[config.mk]
export PLATFORM = sky130hd
export DESIGN_NAME = blte_ram
export DESIGN_NICKNAME = d
export VERILOG_FILES = /design/src/rtl/blte_ram.sv
export SDC_FILE = /design/constraint.sdc
export NUM_CORES = 2
export LEC_CHECK = 0
export BUFFER_PORTS_ARGS = -buffer_cell sky130_fd_sc_hd__buf_4
export CAP_MARGIN = 10
export CORE_MARGIN = 1.5
export CORE_UTILIZATION = 40
export DETAILED_ROUTE_END_ITERATION = 7
export PLACE_DENSITY = 0.57
export SYNTH_ARGS = -nofsm -noshare
export SYNTH_HDL_FRONTEND = slang
export SYNTH_SLANG_ARGS = --single-unit
[constraint.sdc]
create_clock -name clk -period 4.7 [get_ports clk]
set_input_delay 0.94 -clock clk [delete_from_list [all_inputs] [get_ports clk]]
set_output_delay 0.94 -clock clk [all_outputs]
set_load 0.01 [all_outputs]
[src/rtl/blte_ram.sv]
// Generic single-write, single-read RAM with registered read data.
module blte_ram #(
    parameter int WIDTH = 32,
    parameter int DEPTH = 128
) (
    input  logic                     clk,
    input  logic                     we,
    input  logic [$clog2(DEPTH)-1:0] waddr,
    input  logic [WIDTH-1:0]         wdata,
    input  logic [$clog2(DEPTH)-1:0] raddr,
    output logic [WIDTH-1:0]         rdata
);

    logic [WIDTH-1:0] mem [DEPTH];
    logic [WIDTH-1:0] rdata_reg;

    always_ff @(posedge clk)
    begin
        if (we)
        begin
            mem[waddr] <= wdata;
        end
        rdata_reg <= mem[raddr];
    end

    assign rdata = rdata_reg;

endmodule

==> summary.md <==
| Metric | Value |
|---|---|
| Status | complete, but fails checks |
| Failing checks | design-rule violations |
| R2R depth | 4 |
| CP endpoint | rdata[25] |
| Register area share after synthesis | 79.1% |
| Setup total negative slack | 0 ns |
| Clk slew on worst S/H paths | ~0.06 ns |
| CP Cell Sequence | buf_16 > buf_12 > buf_12 > mux4_2 > mux4_2 > mux4_2 > mux2_2 |
| Achievable frequency | 0.305 GHz |
| Final setup viols | 0 |
| Crit path largest cell delay | 0.71 ns |
| Clk pwr share | 42.2% |
| DP Wirelength | 252 mm |
| Worst EP arrival | 4.12 ns |
| Share of cells above drive strength 1 | 37.6% |
| Vias in the first global route | 73202 |
| Reg2reg start | mem[111][26] |
| Critical Path Start | raddr[0] |
| Int Pwr | 61.0 mW |
| Die height | about 630 um |
| Worst EP required | between 5 and 6 ns |
| Share of the synthesized area in the top cell type | 78.7% |
| Initial cell density of the core | approximately two fifths |
| Worst Tran Pin Value | 1.27 ns |
| Most frequent cells in the layout | 4096 x edfxtp_1, 1344 x mux4_2, 415 x clkbuf_16 |
| First-pass DRT Iterations | 8 |
| CTS resizes | 0 |
| Number of port buffers | 79 |
| Fin. Hold Viols | 0 |
| Cell Count Post-Placement | 11378 |
| Critical path's most frequent cell | mux4_2 |
| Detailed Route WL | 448 mm |
| Leak pwr | 55.6 nW |
| I/O pin cnt | 80 |
| Cell row count | roughly 230 |
| Clock Tree Root | clkbuf_16 |
| Post-synth top area cell | edfxtp_1 |
| # DRC | 6 |
| ANT nets after route | 0 |
| Htree depth | 5 |
| Die Area | 0.394 mm^2 |
| CTS Buffer Depth | 4 |
| Area growth syn-to-layout | 16.2% |
| P_sw | about 17 mW |
| Combinational power share | 5.3% |
| Largest register FFs | 4096 |
| Slew Limit Headroom | between 15 and 20% |
| PD cells | 429 mW/mm^2 |
| Net count after synthesis | between 6000 and 7000 |
| Seq pwr share | 52.5% |
| Unique masters post-synth | 17 |
| Worst vdd ir | 0.000354 V |
| Setup bufs post-CTS | 0 |
| Sw Share | 21.7% |
| Critical path type | primary input to flop |
| Pin count of the biggest net entering global routing | 129 |
| First-pass GRT wire length | 612 mm |
| Syn Std Cell Area | 0.156 mm^2 |
| Max-Cap Viols | 0 |
| Reg2Reg Capture Point | rdata[26] |
| Slowest cell on crit path | mux4_2 |
| DIE WIDTH | 628 um |
| Drt initial violations | between 9000 and 10000 |
| Fillers | 31525 |
| Non-filler instance count after layout | 12156 |
| Clock Latency Late Sink | 1.01 ns |
| Synthesized area per cell | between 20 and 30 um^2 |
| R2r setup slk | 1.97 ns |
| Core box area | 0.389 mm^2 |
| Final Max Tran Viols | 0 |
| RSZ-0062 raised after global routing | no |
| Seq cells post-synth | 4128 |
| Commonest non-fill, non-tap cell in the layout | edfxtp_1 |
| Setup Skew | around 0.06 ns |
| DR WL/cell | 36.9 um |
| Clock tree sinks | 4128 |
| Hold Buf Count CTS | 0 |
| Cts bufs inserted | 412 |
| CTS tree | done |
| Period utilization | a little over two thirds |
| Area contributors post-synth | edfxtp_1 79%, mux4_2 19%, clkbuf_1 0.44% |
| Critical path startpoint category | primary input |
| RePlAce Congestion | 0.815 |
| GR Overflow Total | 0 |
| Yosys warns | 0 |
| Final-stage net count | 6643 |
| Synth Instances | between 5000 and 6000 |
| Vias | 72395 |
| Tot Pwr | 77.9 mW |
| Initial antenna violation count | 51 |
| Crit-path max FO | 27 |
| Gr usage total | 22.5% |
| Via-per-instance ratio | approximately 6.0 |
| Critical path endpoint category | flop |
| Fin crit period | 3.28 ns |
| HP Class | primary input to flop |
==> final cells by class <==
cell class	instances	area, um^2	area share, %
well taps	5197	6500	3.58
flip-flops and latches	4128	124000	68.1
clock buffers	518	10900	6.01
clock inverters	245	2580	1.42
repair buffers	507	5690	3.13
multi-input cells	1546	32300	17.8
diodes	15	37.5	0.0207
==> routing by layer <==
metal	up-vias	GRT usage, %	wire length, um
met5	-	0	178
met2	3425	36.7	219000
met3	670	3.21	34900
met4	28	8.44	18200
met1	40609	31.0	176000
li1	27663	-	-
==> worst max-delay path: cells and delay by family <==
kind / cells / cell delay (ns)
mux: 4 / 2.24
buf+inv: 3 / 0.82
==> worst min path at each step <==
stage / start / endpoint / slack, ns / depth (start not counted)
2_1_floorplan: wdata[0] / mem[0][0] / 1.04 / 0
3_3_place_gp: mem[22][20] / rdata[20] / 1.12 / 4
3_5_place_dp: mem[6][20] / rdata[20] / 1.12 / 4
4_1_cts: wdata[5] / mem[123][5] / 0.24 / 1
5_1_grt: wdata[5] / mem[123][5] / 0.28 / 1
6_report: wdata[5] / mem[123][5] / 0.32 / 1
==> power groups by stage <==
stage | sequential (mW) | combinational (mW) | clock [mW]
floorplan | 41.5 | 1.96 | 0
global placement | 41.7 | 4.14 | 0
detailed placement | 41.7 | 4.20 | 0
CTS | 40.9 | 4.20 | 33.4
global route | 40.9 | 4.30 | 34.7
finish | 40.9 | 4.15 | 32.9
==> cell families (layout without fill, tap and decap cells) <==
| kind of cell | after synthesis | in the layout | share of synthesized area (%) |
|---|---|---|---|
| buffers and inverters | 316 | 1270 | 0.839 |
| flip-flops | 4128 | 4128 | 79.1 |
| multiplexers | 1376 | 1376 | 19.6 |
| other | 0 | 15 | 0 |
| AND/OR/NAND/NOR | 170 | 170 | 0.446 |
==> cells in the mapped netlist (all sizes together) <==
library cell  count
nor3              9
dfxtp            32
nand2            14
nand4             3
nor2b             7
mux4           1344
nand2b            2
buf             134
clkbuf          182
nor2            122
edfxtp         4096
mux2             32
or3               1
nand3            12
==> stage by stage <==
step | setup slack, ns | util, % | hold slack [ns] | cell area (um^2)
after floorplan | 0.521 | - | 1.04 | 156000
after global placement | 0.416 | 43.2 | 1.12 | 168000
after detailed placement | 0.432 | 43.2 | 1.12 | 168000
after CTS | 1.46 | 46.7 | 0.240 | 182000
after global routing | 1.37 | 46.7 | 0.276 | 182000
final | 1.42 | 46.7 | 0.316 | 182000
Note: power is estimated with default switching activity, not from simulation.
