## src/rtl/blte_pkg.sv

```systemverilog
// Shared types, codes and widths for the bounded list table engine.
package blte_pkg;

    localparam int CAPACITY_DEF = 128;
    localparam int WORD_W       = 32;
    localparam int SLOT_W       = 7;
    localparam int FILL_W       = 8;
    localparam int TYPE_W       = 3;
    localparam int STATUS_W     = 2;

    localparam logic [TYPE_W-1:0] REQ_FIND   = 3'd0;
    localparam logic [TYPE_W-1:0] REQ_MODIFY = 3'd1;
    localparam logic [TYPE_W-1:0] REQ_APPEND = 3'd2;
    localparam logic [TYPE_W-1:0] REQ_CLEAR  = 3'd3;
    localparam logic [TYPE_W-1:0] REQ_REMOVE = 3'd4;

    localparam logic [STATUS_W-1:0] ST_OK        = 2'd0;
    localparam logic [STATUS_W-1:0] ST_NOT_FOUND = 2'd1;
    localparam logic [STATUS_W-1:0] ST_BAD_INDEX = 2'd2;
    localparam logic [STATUS_W-1:0] ST_FULL      = 2'd3;

    typedef struct packed {
        logic [STATUS_W-1:0]      status;
        logic [SLOT_W-1:0]        found_slot;
        logic signed [WORD_W-1:0] old_word;
        logic [FILL_W-1:0]        fill;
    } blte_rsp_t;

endpackage

```

## src/rtl/blte_seq.sv

```systemverilog
// Request sequencer: decodes a request and walks the list through one RAM port.
module blte_seq #(
    parameter int CAPACITY = blte_pkg::CAPACITY_DEF
) (
    input  logic                                 clk,
    input  logic                                 rst_n,
    input  logic                                 req_valid,
    output logic                                 req_ready,
    input  logic [blte_pkg::TYPE_W-1:0]          req_type,
    input  logic [blte_pkg::SLOT_W-1:0]          slot,
    input  logic signed [blte_pkg::WORD_W-1:0]   word,
    output logic                                 res_valid,
    input  logic                                 res_ready,
    output blte_pkg::blte_rsp_t                  res,
    output logic                                 ram_we,
    output logic [$clog2(CAPACITY)-1:0]          ram_waddr,
    output logic [blte_pkg::WORD_W-1:0]          ram_wdata,
    output logic [$clog2(CAPACITY)-1:0]          ram_raddr,
    input  logic [blte_pkg::WORD_W-1:0]          ram_rdata
);

    import blte_pkg::*;

    localparam int AW = $clog2(CAPACITY);
    localparam int CW = $clog2(CAPACITY + 1);
    localparam int LW = (CW > SLOT_W) ? CW : SLOT_W;

    localparam logic [1:0] S_IDLE   = 2'd0;
    localparam logic [1:0] S_WALK   = 2'd1;
    localparam logic [1:0] S_MOD_WR = 2'd2;
    localparam logic [1:0] S_DONE   = 2'd3;

    logic [1:0]               state_reg, state_next;
    logic [TYPE_W-1:0]        op_reg, op_next;
    logic [CW-1:0]            ptr_reg, ptr_next;
    logic                     pend_reg, pend_next;
    logic [AW-1:0]            pidx_reg, pidx_next;
    logic [AW-1:0]            addr_reg, addr_next;
    logic signed [WORD_W-1:0] key_reg, key_next;
    logic [CW-1:0]            count_reg, count_next;
    logic [STATUS_W-1:0]      status_reg, status_next;
    logic [SLOT_W-1:0]        hit_reg, hit_next;
    logic signed [WORD_W-1:0] old_reg, old_next;

    logic          slot_ok;
    logic          issue;
    logic [LW-1:0] slot_l;

    assign slot_l  = LW'(slot);
    assign slot_ok = slot_l < LW'(count_reg);
    assign issue   = ptr_reg < count_reg;

    always_comb
    begin
        state_next  = state_reg;
        op_next     = op_reg;
        ptr_next    = ptr_reg;
        pend_next   = pend_reg;
        pidx_next   = pidx_reg;
        addr_next   = addr_reg;
        key_next    = key_reg;
        count_next  = count_reg;
        status_next = status_reg;
        hit_next    = hit_reg;
        old_next    = old_reg;
        ram_we      = 1'b0;
        ram_waddr   = addr_reg;
        ram_wdata   = key_reg;
        ram_raddr   = ptr_reg[AW-1:0];
        unique case (state_reg)
            S_IDLE:
            begin
                ram_raddr = AW'(slot);
                if (req_valid)
                begin
                    op_next     = req_type;
                    key_next    = word;
                    addr_next   = AW'(slot);
                    status_next = ST_OK;
                    hit_next    = '0;
                    old_next    = '0;
                    pend_next   = 1'b0;
                    state_next  = S_DONE;
                    unique case (req_type)
                        REQ_FIND:
                        begin
                            ptr_next   = '0;
                            state_next = S_WALK;
                        end
                        REQ_MODIFY:
                        begin
                            if (slot_ok)
                                state_next = S_MOD_WR;
                            else
                                status_next = ST_BAD_INDEX;
                        end
                        REQ_APPEND:
                        begin
                            if (count_reg < CW'(CAPACITY))
                            begin
                                ram_we     = 1'b1;
                                ram_waddr  = count_reg[AW-1:0];
                                ram_wdata  = word;
                                count_next = count_reg + 1'b1;
                            end
                            else
                            begin
                                status_next = ST_FULL;
                            end
                        end
                        REQ_CLEAR:
                        begin
                            if (slot_ok)
                            begin
                                ram_we    = 1'b1;
                                ram_waddr = AW'(slot);
                                ram_wdata = '0;
                            end
                            else
                            begin
                                status_next = ST_BAD_INDEX;
                            end
                        end
                        REQ_REMOVE:
                        begin
                            if (slot_ok)
                            begin
                                ptr_next   = CW'(slot_l + 1'b1);
                                state_next = S_WALK;
                            end
                            else
                            begin
                                status_next = ST_BAD_INDEX;
                            end
                        end
                        default:
                        begin
                            status_next = ST_BAD_INDEX;
                        end
                    endcase
                end
            end
            S_WALK:
            begin
                pend_next = issue;
                pidx_next = ptr_reg[AW-1:0];
                if (issue)
                    ptr_next = ptr_reg + 1'b1;
                if (op_reg == REQ_FIND)
                begin
                    if (pend_reg && (ram_rdata == key_reg))
                    begin
                        hit_next   = SLOT_W'(pidx_reg);
                        pend_next  = 1'b0;
                        state_next = S_DONE;
                    end
                    else if (!issue)
                    begin
                        status_next = ST_NOT_FOUND;
                        pend_next   = 1'b0;
                        state_next  = S_DONE;
                    end
                end
                else
                begin
                    // shift down: entry read last cycle lands one slot lower
                    ram_we    = pend_reg;
                    ram_waddr = pidx_reg - 1'b1;
                    ram_wdata = ram_rdata;
                    if (!issue)
                    begin
                        count_next = count_reg - 1'b1;
                        state_next = S_DONE;
                    end
                end
            end
            S_MOD_WR:
            begin
                old_next   = ram_rdata;
                ram_we     = 1'b1;
                state_next = S_DONE;
            end
            S_DONE:
            begin
                if (res_ready)
                    state_next = S_IDLE;
            end
            default:
            begin
                state_next = S_IDLE;
            end
        endcase
    end

    always_ff @(posedge clk or negedge rst_n)
    begin
        if (!rst_n)
        begin
            state_reg <= S_IDLE;
            count_reg <= '0;
            pend_reg  <= 1'b0;
        end
        else
        begin
            state_reg <= state_next;
            count_reg <= count_next;
            pend_reg  <= pend_next;
        end
    end

    always_ff @(posedge clk)
    begin
        op_reg     <= op_next;
        ptr_reg    <= ptr_next;
        pidx_reg   <= pidx_next;
        addr_reg   <= addr_next;
        key_reg    <= key_next;
        status_reg <= status_next;
        hit_reg    <= hit_next;
        old_reg    <= old_next;
    end

    assign req_ready      = (state_reg == S_IDLE);
    assign res_valid      = (state_reg == S_DONE);
    assign res.status     = status_reg;
    assign res.found_slot = hit_reg;
    assign res.old_word   = old_reg;
    assign res.fill       = FILL_W'(count_reg);

    a_count_bound: assert property (@(posedge clk) disable iff (!rst_n)
        count_reg <= CW'(CAPACITY))
        else $error("fill count above capacity");

    a_walk_ptr: assert property (@(posedge clk) disable iff (!rst_n)
        (state_reg == S_WALK) |-> (ptr_reg <= count_reg))
        else $error("walk pointer past fill count");

    a_find_no_write: assert property (@(posedge clk) disable iff (!rst_n)
        (state_reg == S_WALK && op_reg == REQ_FIND) |-> !ram_we)
        else $error("find wrote the table");

    a_done_to_idle: assert property (@(posedge clk) disable iff (!rst_n)
        (res_valid && res_ready) |=> (state_reg == S_IDLE))
        else $error("result handoff did not return to idle");

    a_remove_shrinks: assert property (@(posedge clk) disable iff (!rst_n)
        (state_reg == S_WALK && op_reg == REQ_REMOVE && !issue)
        |=> (count_reg == $past(count_reg) - 1'b1))
        else $error("remove did not shrink the list");

endmodule
```

## config.mk

```make
export PLATFORM = sky130hd
export DESIGN_NAME = blte_seq
export DESIGN_NICKNAME = d
export VERILOG_FILES = /design/src/rtl/blte_pkg.sv /design/src/rtl/blte_seq.sv
export SDC_FILE = /design/constraint.sdc
export NUM_CORES = 1
export LEC_CHECK = 0
export ABC_AREA = 1
export BUFFER_PORTS_ARGS = -buffer_cell sky130_fd_sc_hd__buf_2
export CAP_MARGIN = 10
export CORE_MARGIN = 1.5
export CORE_UTILIZATION = 45
export DETAILED_ROUTE_END_ITERATION = 6
export PLACE_DENSITY = 0.75
export SLEW_MARGIN = 20
export SYNTH_ARGS = -nofsm -noshare
export SYNTH_HDL_FRONTEND = slang
export SYNTH_SLANG_ARGS = --single-unit
export TNS_END_PERCENT = 10
```

## constraint.sdc

```tcl
create_clock -name clk -period 2.9 [get_ports clk]
set_input_delay 0.725 -clock clk [delete_from_list [all_inputs] [get_ports clk]]
set_output_delay 0.725 -clock clk [all_outputs]
set_load 0.05 [all_outputs]
```

==> metrics.log, run 1 <==
[metrics] net count of the finished layout: 1276
[metrics] worst clock skew on the final layout: 11.4 ps
[metrics] number of global-route vias before repair: 6674
[metrics] critical path startpoint category: flop
[metrics] routed wire length: 22100 um
[metrics] maximum number of pins on one net before global-route repair: 43
[metrics] gr usage total: 26.5%
[metrics] gp weighted congestion: 0.854
[metrics] fraction of final layout cells with drive strength greater than 1: 27.2%
[metrics] Critical R2R Launch: state_reg[1]
[metrics] number of DRC violations after detailed-routing iteration 0: 678
[metrics] HP Class: in2async
[metrics] Post-CTS Hold Buffers: 0
[metrics] internal reg-to-reg setup slack: 460 ps
[metrics] setup total negative slack: -7910 ps
[metrics] worst endpoint required time: 2170 ps
[metrics] starting density of the core: 46.6%
[metrics] number of distinct library cells after synthesis: 41
[metrics] antenna violations before repair: 1
[metrics] maximum clock rate: 313 MHz
[metrics] clock tree from TritonCTS: yes
[metrics] horizontal die dimension: 129 um
[metrics] total area of sequential cells: 3220 um^2
[metrics] root buffer selected by CTS: sky130_fd_sc_hd__clkbuf_16
[metrics] wire length of the first global-routing pass: 33800 um
[metrics] crit share post-route: 110%
[metrics] commonest cells after routing, fill and taps aside: sky130_fd_sc_hd__nand2_1 (395), sky130_fd_sc_hd__buf_2 (133), sky130_fd_sc_hd__inv_1 (132)
[metrics] post-layout min period: 3190 ps
[metrics] FF-to-FF End: ptr_reg[0]
[metrics] most common library cell in the layout ignoring fill and taps: sky130_fd_sc_hd__nand2_1
[metrics] clock latency on the worst-skew pair: 360 ps
[metrics] Seq/Total Area, Yosys: 44.9%
[metrics] slew at the pin closest to its max-slew limit: 946 ps
[metrics] First-pass DRT Iterations: 5
[metrics] clk slew on worst S/H paths: 80 ps
[metrics] unrepaired setup endpoints after global routing: yes
[metrics] netlist area before placement: 7160 um^2
[metrics] violated checks: setup timing
[metrics] HPWL after DPL: 15500 um
[metrics] Fill cells: 1323
[metrics] clock buffer count from CTS: 9
[metrics] post-synthesis cell count: 966
[metrics] number of sinks driven by the clock tree: 109
[metrics] area of the multi-input gates: 3610 um^2
[metrics] Layout Area Growth over Synthesis: 33.0%
[metrics] final hold viol count: 0
[metrics] core area: 15400 um^2
[metrics] remaining antenna violation count after routing: 0
[metrics] final cell utilization of the core: 61.9%
[metrics] number of enable flip-flop cells after synthesis: 98
[metrics] YS warnings: 0
[metrics] relative slew slack: 36.8%
[metrics] fin. max-slew vios: 0
[metrics] remaining global-route overflow: 0
[metrics] Worst Reg-to-Reg Cells: 8
[metrics] top fanout value on the critical path: 8
[metrics] final cell count without fillers: 1389
[metrics] number of setup violations in the final report: 40
[metrics] cell row count: 45
[metrics] Critical Path End Type: output port
[metrics] placed instance count: 1362
[metrics] run status: complete, but fails checks
[metrics] Post-Syn Nets: 1071
[metrics] share of synthesized flip-flops with an asynchronous set or reset: 10.1%
[metrics] area of the die: 16700 um^2
[metrics] max-cap check violation count: 0
[metrics] H-tree lvl count: 3
[metrics] Avg Vias per Cell: 5.18
[metrics] top_reg_cell synth: sky130_fd_sc_hd__edfxtp_1
[metrics] data arrival at the endpoint of the critical path: 2470 ps
[metrics] height of the die: 129 um
[metrics] synthesized area per cell: 7.41 um^2
[metrics] critical path start-end classification: reg2out
[metrics] DRC violation count after routing: 0
[metrics] maximum clock path buffer count: 2
[metrics] number of synthesized register bits: 109
[metrics] via count: 7189
[metrics] number of port buffers: 175
[metrics] PnR worst setup slack: -294 ps
[metrics] IO Pins: 176
[metrics] Routed wire per std cell: 15.9 um
## per-stage QoR
step	worst slack [ps]	hold WS [ps]	instance area, um^2
final	-294	220	9520
after global routing	-346	228	9520
after detailed placement	-292	523	8580
after global placement	-234	519	8580
after floorplan	-312	429	7220
after CTS	-230	227	9350
## worst max-delay path, cell delays in order, from the launching register on
cell and delay [ps]:
sky130_fd_sc_hd__dfrtp_2 420, sky130_fd_sc_hd__inv_2 80, sky130_fd_sc_hd__ha_4 210, sky130_fd_sc_hd__a21oi_4 170
sky130_fd_sc_hd__nor2_4 50, sky130_fd_sc_hd__a21oi_2 120, sky130_fd_sc_hd__nand2_2 80, sky130_fd_sc_hd__nand2_2 110
sky130_fd_sc_hd__nand3_4 110, sky130_fd_sc_hd__buf_12 170, sky130_fd_sc_hd__buf_16 150, sky130_fd_sc_hd__nand2_1 60
sky130_fd_sc_hd__nand2_1 50, sky130_fd_sc_hd__nand2_1 70, sky130_fd_sc_hd__nand3_2 70, sky130_fd_sc_hd__buf_6 170
## layout make-up
| type | instances | share of cell area, % |
|---|---|---|
| clock buffers | 9 | 2.37 |
| inverters | 141 | 5.62 |
| flip-flops and latches | 109 | 33.8 |
| repair buffers | 226 | 17.0 |
| diodes | 2 | 0.0526 |
| clock inverters | 7 | 0.421 |
| well taps | 211 | 2.77 |
| multi-input cells | 684 | 37.9 |
## logic make-up after synthesis
group | count (synthesis) | share of synthesized area (%)
AND/OR/NAND/NOR | 530 | 29.2
flip-flops | 109 | 44.9
buffers and inverters | 173 | 9.52
XOR/XNOR | 19 | 2.32
AO/OA/AOI/OAI | 108 | 9.16
adder cells (fa/ha/maj) | 27 | 4.82
## cell usage after synthesis (2+ instances only)
| master | instances | area share, % |
|---|---|---|
| sky130_fd_sc_hd__xor2_1 | 11 | 1.3 |
| sky130_fd_sc_hd__buf_6 | 2 | 0.31 |
| sky130_fd_sc_hd__a22oi_1 | 15 | 1.6 |
| sky130_fd_sc_hd__nand2_2 | 2 | 0.17 |
| sky130_fd_sc_hd__inv_2 | 5 | 0.26 |
| sky130_fd_sc_hd__dfrtp_1 | 11 | 3.8 |
| sky130_fd_sc_hd__edfxtp_1 | 98 | 41 |
| sky130_fd_sc_hd__nand4_1 | 2 | 0.17 |
| sky130_fd_sc_hd__ha_1 | 26 | 4.5 |
| sky130_fd_sc_hd__clkbuf_1 | 17 | 0.89 |
| sky130_fd_sc_hd__o22ai_1 | 9 | 0.79 |
| sky130_fd_sc_hd__buf_1 | 3 | 0.16 |
| sky130_fd_sc_hd__a211oi_1 | 3 | 0.31 |
| sky130_fd_sc_hd__o21a_1 | 6 | 0.63 |
| sky130_fd_sc_hd__inv_1 | 136 | 7.1 |
| sky130_fd_sc_hd__nand3_1 | 50 | 3.5 |
| sky130_fd_sc_hd__nand2_1 | 405 | 21 |
| sky130_fd_sc_hd__nor2_1 | 63 | 3.3 |
| sky130_fd_sc_hd__buf_4 | 2 | 0.21 |
| sky130_fd_sc_hd__a21oi_1 | 24 | 1.7 |
| sky130_fd_sc_hd__o21ai_0 | 36 | 2.5 |
| sky130_fd_sc_hd__buf_2 | 7 | 0.49 |
| sky130_fd_sc_hd__a31oi_1 | 2 | 0.17 |
| sky130_fd_sc_hd__o21bai_1 | 3 | 0.31 |
| sky130_fd_sc_hd__xnor2_1 | 8 | 0.98 |
| sky130_fd_sc_hd__a21boi_1 | 3 | 0.31 |
| sky130_fd_sc_hd__nor3_1 | 2 | 0.14 |
| sky130_fd_sc_hd__nor2_2 | 2 | 0.17 |
## how the worst max path moves through the flow
| stage | startpoint | endpoint | slack (ps) | cells after the start |
|---|---|---|---|---|
| floorplan | state_reg[1] | ram_we | -310 | 7 |
| global placement | slot[5] | ram_waddr[6] | -230 | 15 |
| detailed placement | slot[1] | ram_wdata[20] | -290 | 16 |
| CTS | count_reg[1] | ram_waddr[5] | -230 | 16 |
| global route | count_reg[5] | ram_wdata[31] | -350 | 15 |
| finish | count_reg[5] | ram_wdata[7] | -290 | 15 |
## timing repair
action,CTS,global route
endpoints found under the setup margin,40,40
pin swaps,2,7
setup buffers,4,3
gates resized for setup,114,34
cloned,2,0
hold endpoints to repair,0,0
## layer usage
metal / vias to the layer above / wire length [um] / track usage [%]
met1: 3275 / 8910 / 33.9
met3: 59 / 1630 / 4.54
met4: 0 / 837 / 10.7
met2: 370 / 10700 / 44.7
li1: 3485 / - / -
met5: - / 0 / 0
Power of run 1 is not shown: default switching activity piles up to over one toggle a cycle in this logic, so the estimate is an artifact.
==> run 2, diff against run 1 <==
--- a/config.mk
+++ b/config.mk
@@ -5,13 +5,12 @@
 export SDC_FILE = /design/constraint.sdc
 export NUM_CORES = 1
 export LEC_CHECK = 0
-export ABC_AREA = 1
 export BUFFER_PORTS_ARGS = -buffer_cell sky130_fd_sc_hd__buf_2
 export CAP_MARGIN = 10
 export CORE_MARGIN = 1.5
 export CORE_UTILIZATION = 45
 export DETAILED_ROUTE_END_ITERATION = 6
-export PLACE_DENSITY = 0.75
+export PLACE_DENSITY = 0.76
 export SLEW_MARGIN = 20
 export SYNTH_ARGS = -nofsm -noshare
 export SYNTH_HDL_FRONTEND = slang
==> metrics.log, run 2 <==
[metrics] Post-Syn Nets: 733 (-32%)
[metrics] dominant cell type by area after synthesis: sky130_fd_sc_hd__edfxtp_1
[metrics] wire length of the first global-routing pass: 29800 um (-12%)
[metrics] YS warnings: 0 (unchanged)
[metrics] HPWL after DPL: 14900 um (-4.1%)
[metrics] xor/xnor share of the synthesized area: 7.06% (+4.7 points)
[metrics] netlist area before placement: 6570 um^2 (-8.2%)
[metrics] number of enable flip-flop cells after synthesis: 98 (unchanged)
[metrics] number of distinct library cells after synthesis: 58 (+41%)
[metrics] number of sinks driven by the clock tree: 109 (unchanged)
[metrics] slew at the pin closest to its max-slew limit: 487 ps (-459 ps)
[metrics] Worst Reg-to-Reg Cells: 11 (+3)
[metrics] post-CTS setup repair buffer count: 0 (-4)
[metrics] height of the die: 124 um (-4.1%)
[metrics] internal reg-to-reg setup slack: 140 ps (-320 ps)
[metrics] maximum clock path buffer count: 2 (unchanged)
[metrics] cell types with the largest area share after synthesis: sky130_fd_sc_hd__edfxtp_1 (45%), sky130_fd_sc_hd__a221o_1 (5.5%), sky130_fd_sc_hd__nand2_1 (5.0%)
[metrics] violated checks: setup timing
[metrics] family with the most delay on the worst path: compound AO/OA/AOI/OAI gates
[metrics] post-synthesis cell count: 628 (-35%)
[metrics] worst clock skew on the final layout: 9.07 ps (-2.33 ps)
[metrics] PnR worst setup slack: -530 ps (-236 ps)
[metrics] Critical R2R Launch: state_reg[1]
[metrics] Cell Chain, Critical Path: buf_2 -> ha_4 -> and4b_4 -> and2_4 -> a211oi_4 -> o21ai_2 -> a21o_1 -> buf_12 -> a221o_2 -> buf_6
[metrics] top fanout value on the critical path: 27 (+19)
[metrics] Routed wire per std cell: 19.3 um (+21%)
[metrics] remaining global-route overflow: 0 (unchanged)
[metrics] simple-gate portion of the synthesized area: 16.3% (-13 points)
[metrics] post-layout min period: 3430 ps (+236 ps)
[metrics] post-synthesis adder-cell area fraction: 5.25% (+0.43 points)
[metrics] worst setup path endpoint: ram_wdata[0]
[metrics] maximum number of pins on one net before global-route repair: 43 (unchanged)
[metrics] area of the die: 15300 um^2 (-8.0%)
[metrics] First-pass DRT Iterations: 4 (-1)
[metrics] total non-filler cell area in the finished layout: 8870 um^2 (-6.8%)
[metrics] worst endpoint required time: 2170 ps (about the same)
[metrics] fraction of final layout cells with drive strength greater than 1: 39.7% (+13 points)
[metrics] antenna violations before repair: 0 (-1)
[metrics] DRC violation count after routing: 0 (unchanged)
[metrics] Diodes inserted: 0 (-2)
[metrics] maximum clock rate: 292 MHz (-6.9%)
[metrics] most common library cell in the layout ignoring fill and taps: sky130_fd_sc_hd__buf_2
[metrics] unrepaired setup endpoints after global routing: yes
[metrics] H-tree lvl count: 3 (unchanged)
[metrics] net count of the finished layout: 956 (-25%)
[metrics] IO Pins: 176 (unchanged)
[metrics] starting density of the core: 46.8% (+0.22 points)
[metrics] buffering stage count on the worst path with inverters included: 3 (-1)
[metrics] max-cap check violation count: 0 (unchanged)
[metrics] most common cell in the netlist: sky130_fd_sc_hd__edfxtp_1
[metrics] synthesized area per cell: 10.5 um^2 (+41%)
[metrics] share of cell area taken by muxes after synthesis: 2.13% (+2.1 points)
[metrics] Avg Vias per Cell: 5.71 (+10%)
[metrics] crit share post-route: 118% (+8.1 points)
[metrics] number of synthesized register bits: 109 (unchanged)
[metrics] number of setup violations in the final report: 40 (unchanged)
[metrics] critical path startpoint category: primary input
[metrics] core area: 14000 um^2 (-8.6%)
[metrics] logic depth of the worst path, buffers included: 10 (-5)
[metrics] routed wire length: 20000 um (-9.5%)
[metrics] setup total negative slack: -19610 ps (-11700 ps)
[metrics] clock latency on the worst-skew pair: 360 ps (about the same)
[metrics] gr usage total: 26.1% (-0.45 points)
[metrics] Layout Area Growth over Synthesis: 35.0%
[metrics] Seq/Total Area, Yosys: 49.0% (+4.0 points)
[metrics] HP Class: in2async
[metrics] Area after DPL: 8250 um^2 (-3.9%)
[metrics] final hold viol count: 0 (unchanged)
[metrics] Critical Path End Type: output port
[metrics] cell row count: 43 (-4.4%)
[metrics] number of global-route vias before repair: 5537 (-17%)
[metrics] run status: complete, but fails checks
[metrics] launching instance or port of the critical path: slot[6]
[metrics] Setup Slack @ Placement: -650 ps (-357 ps)
[metrics] final cell utilization of the core: 63.2% (+1.2 points)
[metrics] number of port buffers: 175 (unchanged)
[metrics] fraction of synthesized cell area taken by the top area cell type: 44.8% (+3.7 points)
[metrics] via count: 5919 (-18%)
[metrics] share of synthesized flip-flops with an asynchronous set or reset: 10.1% (unchanged)
[metrics] largest stage delay on the critical path: 370 ps (-50 ps)
[metrics] relative slew slack: 67.6% (+31 points)
[metrics] root buffer selected by CTS: sky130_fd_sc_hd__clkbuf_16
[metrics] top_reg_cell synth: sky130_fd_sc_hd__edfxtp_1
[metrics] horizontal die dimension: 124 um (-4.1%)
[metrics] dominant combinational cell family by area after synthesis: compound AO/OA/AOI/OAI gates
[metrics] fin. max-slew vios: 0 (unchanged)
[metrics] gp weighted congestion: 0.880 (+3.1%)
[metrics] number of DRC violations after detailed-routing iteration 0: 527 (-22%)
[metrics] CP max stage cell: sky130_fd_sc_hd__a221o_2
[metrics] commonest cells after routing, fill and taps aside: sky130_fd_sc_hd__buf_2 (135), sky130_fd_sc_hd__edfxtp_1 (98), sky130_fd_sc_hd__nand2_1 (87)
[metrics] remaining antenna violation count after routing: 0 (unchanged)
[metrics] clock buffer count from CTS: 9 (unchanged)
[metrics] share of the synthesized area in compound gates (AO/OA/AOI/OAI): 16.5% (+7.3 points)
[metrics] leading post-synthesis cells by instance count: sky130_fd_sc_hd__edfxtp_1 (98), sky130_fd_sc_hd__nand2_1 (87), sky130_fd_sc_hd__a21oi_1 (48)
[metrics] clock tree from TritonCTS: yes
[metrics] clk slew on worst S/H paths: 70 ps (about the same)
[metrics] FF-to-FF End: count_reg[7]
[metrics] critical path start-end classification: in2out
[metrics] data arrival at the endpoint of the critical path: 2700 ps (+230 ps)
run 2: final cells by class:
cell class / instances / area [um^2]
clock inverters: 7 / 80.1
flip-flops and latches: 109 / 3220
multi-input cells: 463 / 3350
clock buffers: 9 / 225
inverters: 23 / 86.3
fillers: 1101 / 5170
well taps: 180 / 225
repair buffers: 245 / 1680
run 2: worst min-delay path by stage:
stage / start / end / slack [ps] / depth (start not counted)
5_1_grt: rst_n / count_reg[3] / 260 / 1
4_1_cts: rst_n / count_reg[3] / 240 / 1
6_report: rst_n / count_reg[3] / 240 / 1
3_5_place_dp: pend_reg / pend_reg / 520 / 2
2_1_floorplan: rst_n / count_reg[0] / 430 / 0
3_3_place_gp: pend_reg / pend_reg / 510 / 2
run 2: cell families (layout without fill, tap and decap cells):
| group | after synthesis | in the layout |
|---|---|---|
| and+or+nand+nor | 218 | 218 |
| AOI/OAI and AO/OA | 152 | 152 |
| DFF | 109 | 109 |
| buffers and inverters | 56 | 284 |
| xor gates and xnor gates | 53 | 53 |
| adders and majority gates | 27 | 27 |
| muxes | 13 | 13 |
run 2: per-stage QoR:
step           instances  hold WS [ps]
2_1_floorplan        628           429
3_3_place_gp        1020           505
3_5_place_dp        1020           519
4_1_cts             1036           235
5_1_grt             1036           256
6_report            1036           244
run 2: what timing repair did:
| item | 4_1_cts | 5_1_grt |
|---|---|---|
| gates resized for setup | 92 | 5 |
| setup endpoints to repair | 40 | 42 |
| hold buffers | 0 | 0 |
| pin swaps | 5 | 4 |
run 2: worst register-to-register path, delay by kind of cell (launching register included):
family | cells | cell delay [ps]
AO/OA/AOI/OAI | 3 | 830
adder cells (fa/ha/maj) | 2 | 490
buffers and inverters | 3 | 470
flip-flops | 1 | 390
AND/OR/NAND/NOR | 3 | 480
run 2: per-layer routing:
metal  part of all wire, %  vias to the layer above  GRT usage (%)
met4                   2.9                        0           10.6
met2                    50                      298           45.6
li1                      -                     2778              -
met3                   8.1                       50           5.27
met1                    39                     2793           31.4
met5                     0                        -              0
Power of run 2 is left out for the same reason.
==> run 3, diff against run 2 <==
--- a/config.mk
+++ b/config.mk
@@ -5,12 +5,12 @@
 export SDC_FILE = /design/constraint.sdc
 export NUM_CORES = 1
 export LEC_CHECK = 0
-export BUFFER_PORTS_ARGS = -buffer_cell sky130_fd_sc_hd__buf_2
 export CAP_MARGIN = 10
 export CORE_MARGIN = 1.5
 export CORE_UTILIZATION = 45
 export DETAILED_ROUTE_END_ITERATION = 6
-export PLACE_DENSITY = 0.76
+export DONT_BUFFER_PORTS = 1
+export PLACE_DENSITY = 0.65
 export SLEW_MARGIN = 20
 export SYNTH_ARGS = -nofsm -noshare
 export SYNTH_HDL_FRONTEND = slang
==> metrics.log, run 3 (synthesized netlist as in run 2, its figures left out) <==
[metrics] starting density of the core: 46.8% (unchanged)
[metrics] clock buffer count from CTS: 9 (unchanged)
[metrics] commonest cells after routing, fill and taps aside: sky130_fd_sc_hd__edfxtp_1 (98), sky130_fd_sc_hd__nand2_1 (87), sky130_fd_sc_hd__a21oi_1 (46)
[metrics] number of port buffers: 0 (-100%)
[metrics] IO Pins: 176 (unchanged)
[metrics] number of setup violations in the final report: 40 (unchanged)
[metrics] slew at the pin closest to its max-slew limit: 576 ps (+89.8 ps)
[metrics] via count: 5312 (-10%)
[metrics] wire length of the first global-routing pass: 28800 um (-3.2%)
[metrics] fraction of final layout cells with drive strength greater than 1: 24.4% (-15 points)
[metrics] remaining antenna violation count after routing: 0 (unchanged)
[metrics] clk slew on worst S/H paths: 80 ps (about the same)
[metrics] most common library cell in the layout ignoring fill and taps: sky130_fd_sc_hd__edfxtp_1
[metrics] post-layout min period: 3430 ps (+2.53 ps)
[metrics] First-pass DRT Iterations: 7 (+3)
[metrics] gr usage total: 25.2% (-0.85 points)
[metrics] net count of the finished layout: 797 (-17%)
[metrics] Avg Vias per Cell: 6.06 (+6.1%)
[metrics] internal reg-to-reg setup slack: 210 ps (+70 ps)
[metrics] critical path startpoint category: flop
[metrics] height of the die: 124 um (unchanged)
[metrics] clock tree from TritonCTS: yes
[metrics] gp weighted congestion: 0.937 (+6.4%)
[metrics] routed wire length: 19100 um (-4.0%)
[metrics] Layout Area Growth over Synthesis: 26.3%
[metrics] placed instance count: 860 (-16%)
[metrics] fin. max-slew vios: 0 (unchanged)
[metrics] number of sinks driven by the clock tree: 109 (unchanged)
[metrics] number of global-route vias before repair: 5237 (-5.4%)
[metrics] core area: 14000 um^2 (unchanged)
[metrics] area of the die: 15300 um^2 (unchanged)
[metrics] Diodes inserted: 0 (unchanged)
[metrics] Area after DPL: 8000 um^2 (-3.0%)
[metrics] remaining global-route overflow: 0 (unchanged)
[metrics] run status: complete, but fails checks
[metrics] root buffer selected by CTS: sky130_fd_sc_hd__clkbuf_16
[metrics] cell row count: 43 (unchanged)
[metrics] maximum clock rate: 291 MHz (about the same)
[metrics] final cell count without fillers: 876 (-15%)
[metrics] Post-CTS Hold Buffers: 0 (unchanged)
[metrics] Worst Reg-to-Reg Cells: 11 (unchanged)
[metrics] critical path start-end classification: reg2out
[metrics] data arrival at the endpoint of the critical path: 2710 ps (about the same)
[metrics] clock latency on the worst-skew pair: 360 ps (about the same)
[metrics] horizontal die dimension: 124 um (unchanged)
[metrics] unrepaired setup endpoints after global routing: yes
[metrics] total non-filler cell area in the finished layout: 8300 um^2 (-6.4%)
[metrics] worst endpoint required time: 2170 ps (about the same)
[metrics] violated checks: setup timing
[metrics] antenna violations before repair: 0 (unchanged)
[metrics] crit share post-route: 118% (about the same)
[metrics] worst clock skew on the final layout: 11.5 ps (+2.46 ps)
[metrics] HPWL after DPL: 14300 um (-3.6%)
[metrics] Fill cells: 1154 (+4.8%)
[metrics] max-cap check violation count: 0 (unchanged)
[metrics] Critical Path End Type: output port
[metrics] PnR worst setup slack: -532 ps (-2.53 ps)
[metrics] final hold viol count: 0 (unchanged)
[metrics] Routed wire per std cell: 21.9 um (+13%)
[metrics] maximum clock path buffer count: 2 (unchanged)
[metrics] Critical R2R Launch: state_reg[1]
[metrics] H-tree lvl count: 3 (unchanged)
[metrics] number of DRC violations after detailed-routing iteration 0: 389 (-26%)
[metrics] relative slew slack: 61.6% (-6.0 points)
[metrics] top fanout value on the critical path: 34 (+26%)
[metrics] DRC violation count after routing: 0 (unchanged)
[metrics] HP Class: in2async
[metrics] maximum number of pins on one net before global-route repair: 43 (unchanged)
[metrics] FF-to-FF End: count_reg[7]
-- run 3: cell types whose count changed in the layout (fill, tap and decap cells not counted), sizes merged --
cell | previous run | this run
inv | 25 | 24
bufinv | 1 | 0
clkbuf | 9 | 10
buf | 245 | 86
-- run 3: final cells by class --
type	instances	area [um^2]	share of cell area (%)
clock buffer	10	229	2.76
clock inverter	5	36.3	0.437
inverter	23	86.3	1.04
multi-input combinational	463	3310	39.9
sequential	109	3220	38.8
tap	180	225	2.71
timing repair buffer	86	1190	14.3
-- run 3: metrics by stage --
step / hold slack, ps / setup slack (ps) / TNS (ps) / utilization (%)
floorplan: 429 / -366 / -12680 / -
global placement: 430 / -418 / -14610 / 57.0
detailed placement: 430 / -453 / -15840 / 57.0
CTS: 39.3 / -519 / -19170 / 59.0
global route: 40.7 / -624 / -23170 / 59.1
finish: 48.5 / -532 / -19450 / 59.1
-- run 3: timing repair --
item	CTS	global route
gates resized for setup	6	4
endpoints found under the hold margin	0	0
pin swaps	4	2
endpoints found under the setup margin	40	48
setup buffers	0	1
-- run 3: how the worst max path moves through the flow --
stage / endpoint / start / slack, ps
finish: ram_wdata[31] / count_reg[5] / -530
global route: ram_wdata[0] / count_reg[5] / -620
CTS: ram_wdata[0] / count_reg[5] / -520
detailed placement: ram_waddr[2] / slot[2] / -450
global placement: ram_waddr[2] / slot[2] / -420
floorplan: ram_wdata[0] / slot[5] / -370
-- run 3: metal layers --
layer	part of all wire, %	global-route usage (%)	vias to the layer above
li1	-	-	2450
met1	37	29.1	2569
met2	52	44.8	245
met3	7.5	5.40	48
met4	3.6	11.1	0
met5	0	0	-
-- run 3: worst max-delay path: stages (launching register included) --
cell and delay, ps:
sky130_fd_sc_hd__dfrtp_2 420, sky130_fd_sc_hd__inv_2 80, sky130_fd_sc_hd__ha_4 210, sky130_fd_sc_hd__and4b_4 210, sky130_fd_sc_hd__and2_4 150, sky130_fd_sc_hd__a211oi_4 240, sky130_fd_sc_hd__o21ai_2 100, sky130_fd_sc_hd__a21o_1 210
sky130_fd_sc_hd__buf_12 180, sky130_fd_sc_hd__a221o_2 400, sky130_fd_sc_hd__buf_12 160
Power of run 3 is left out for the same reason.
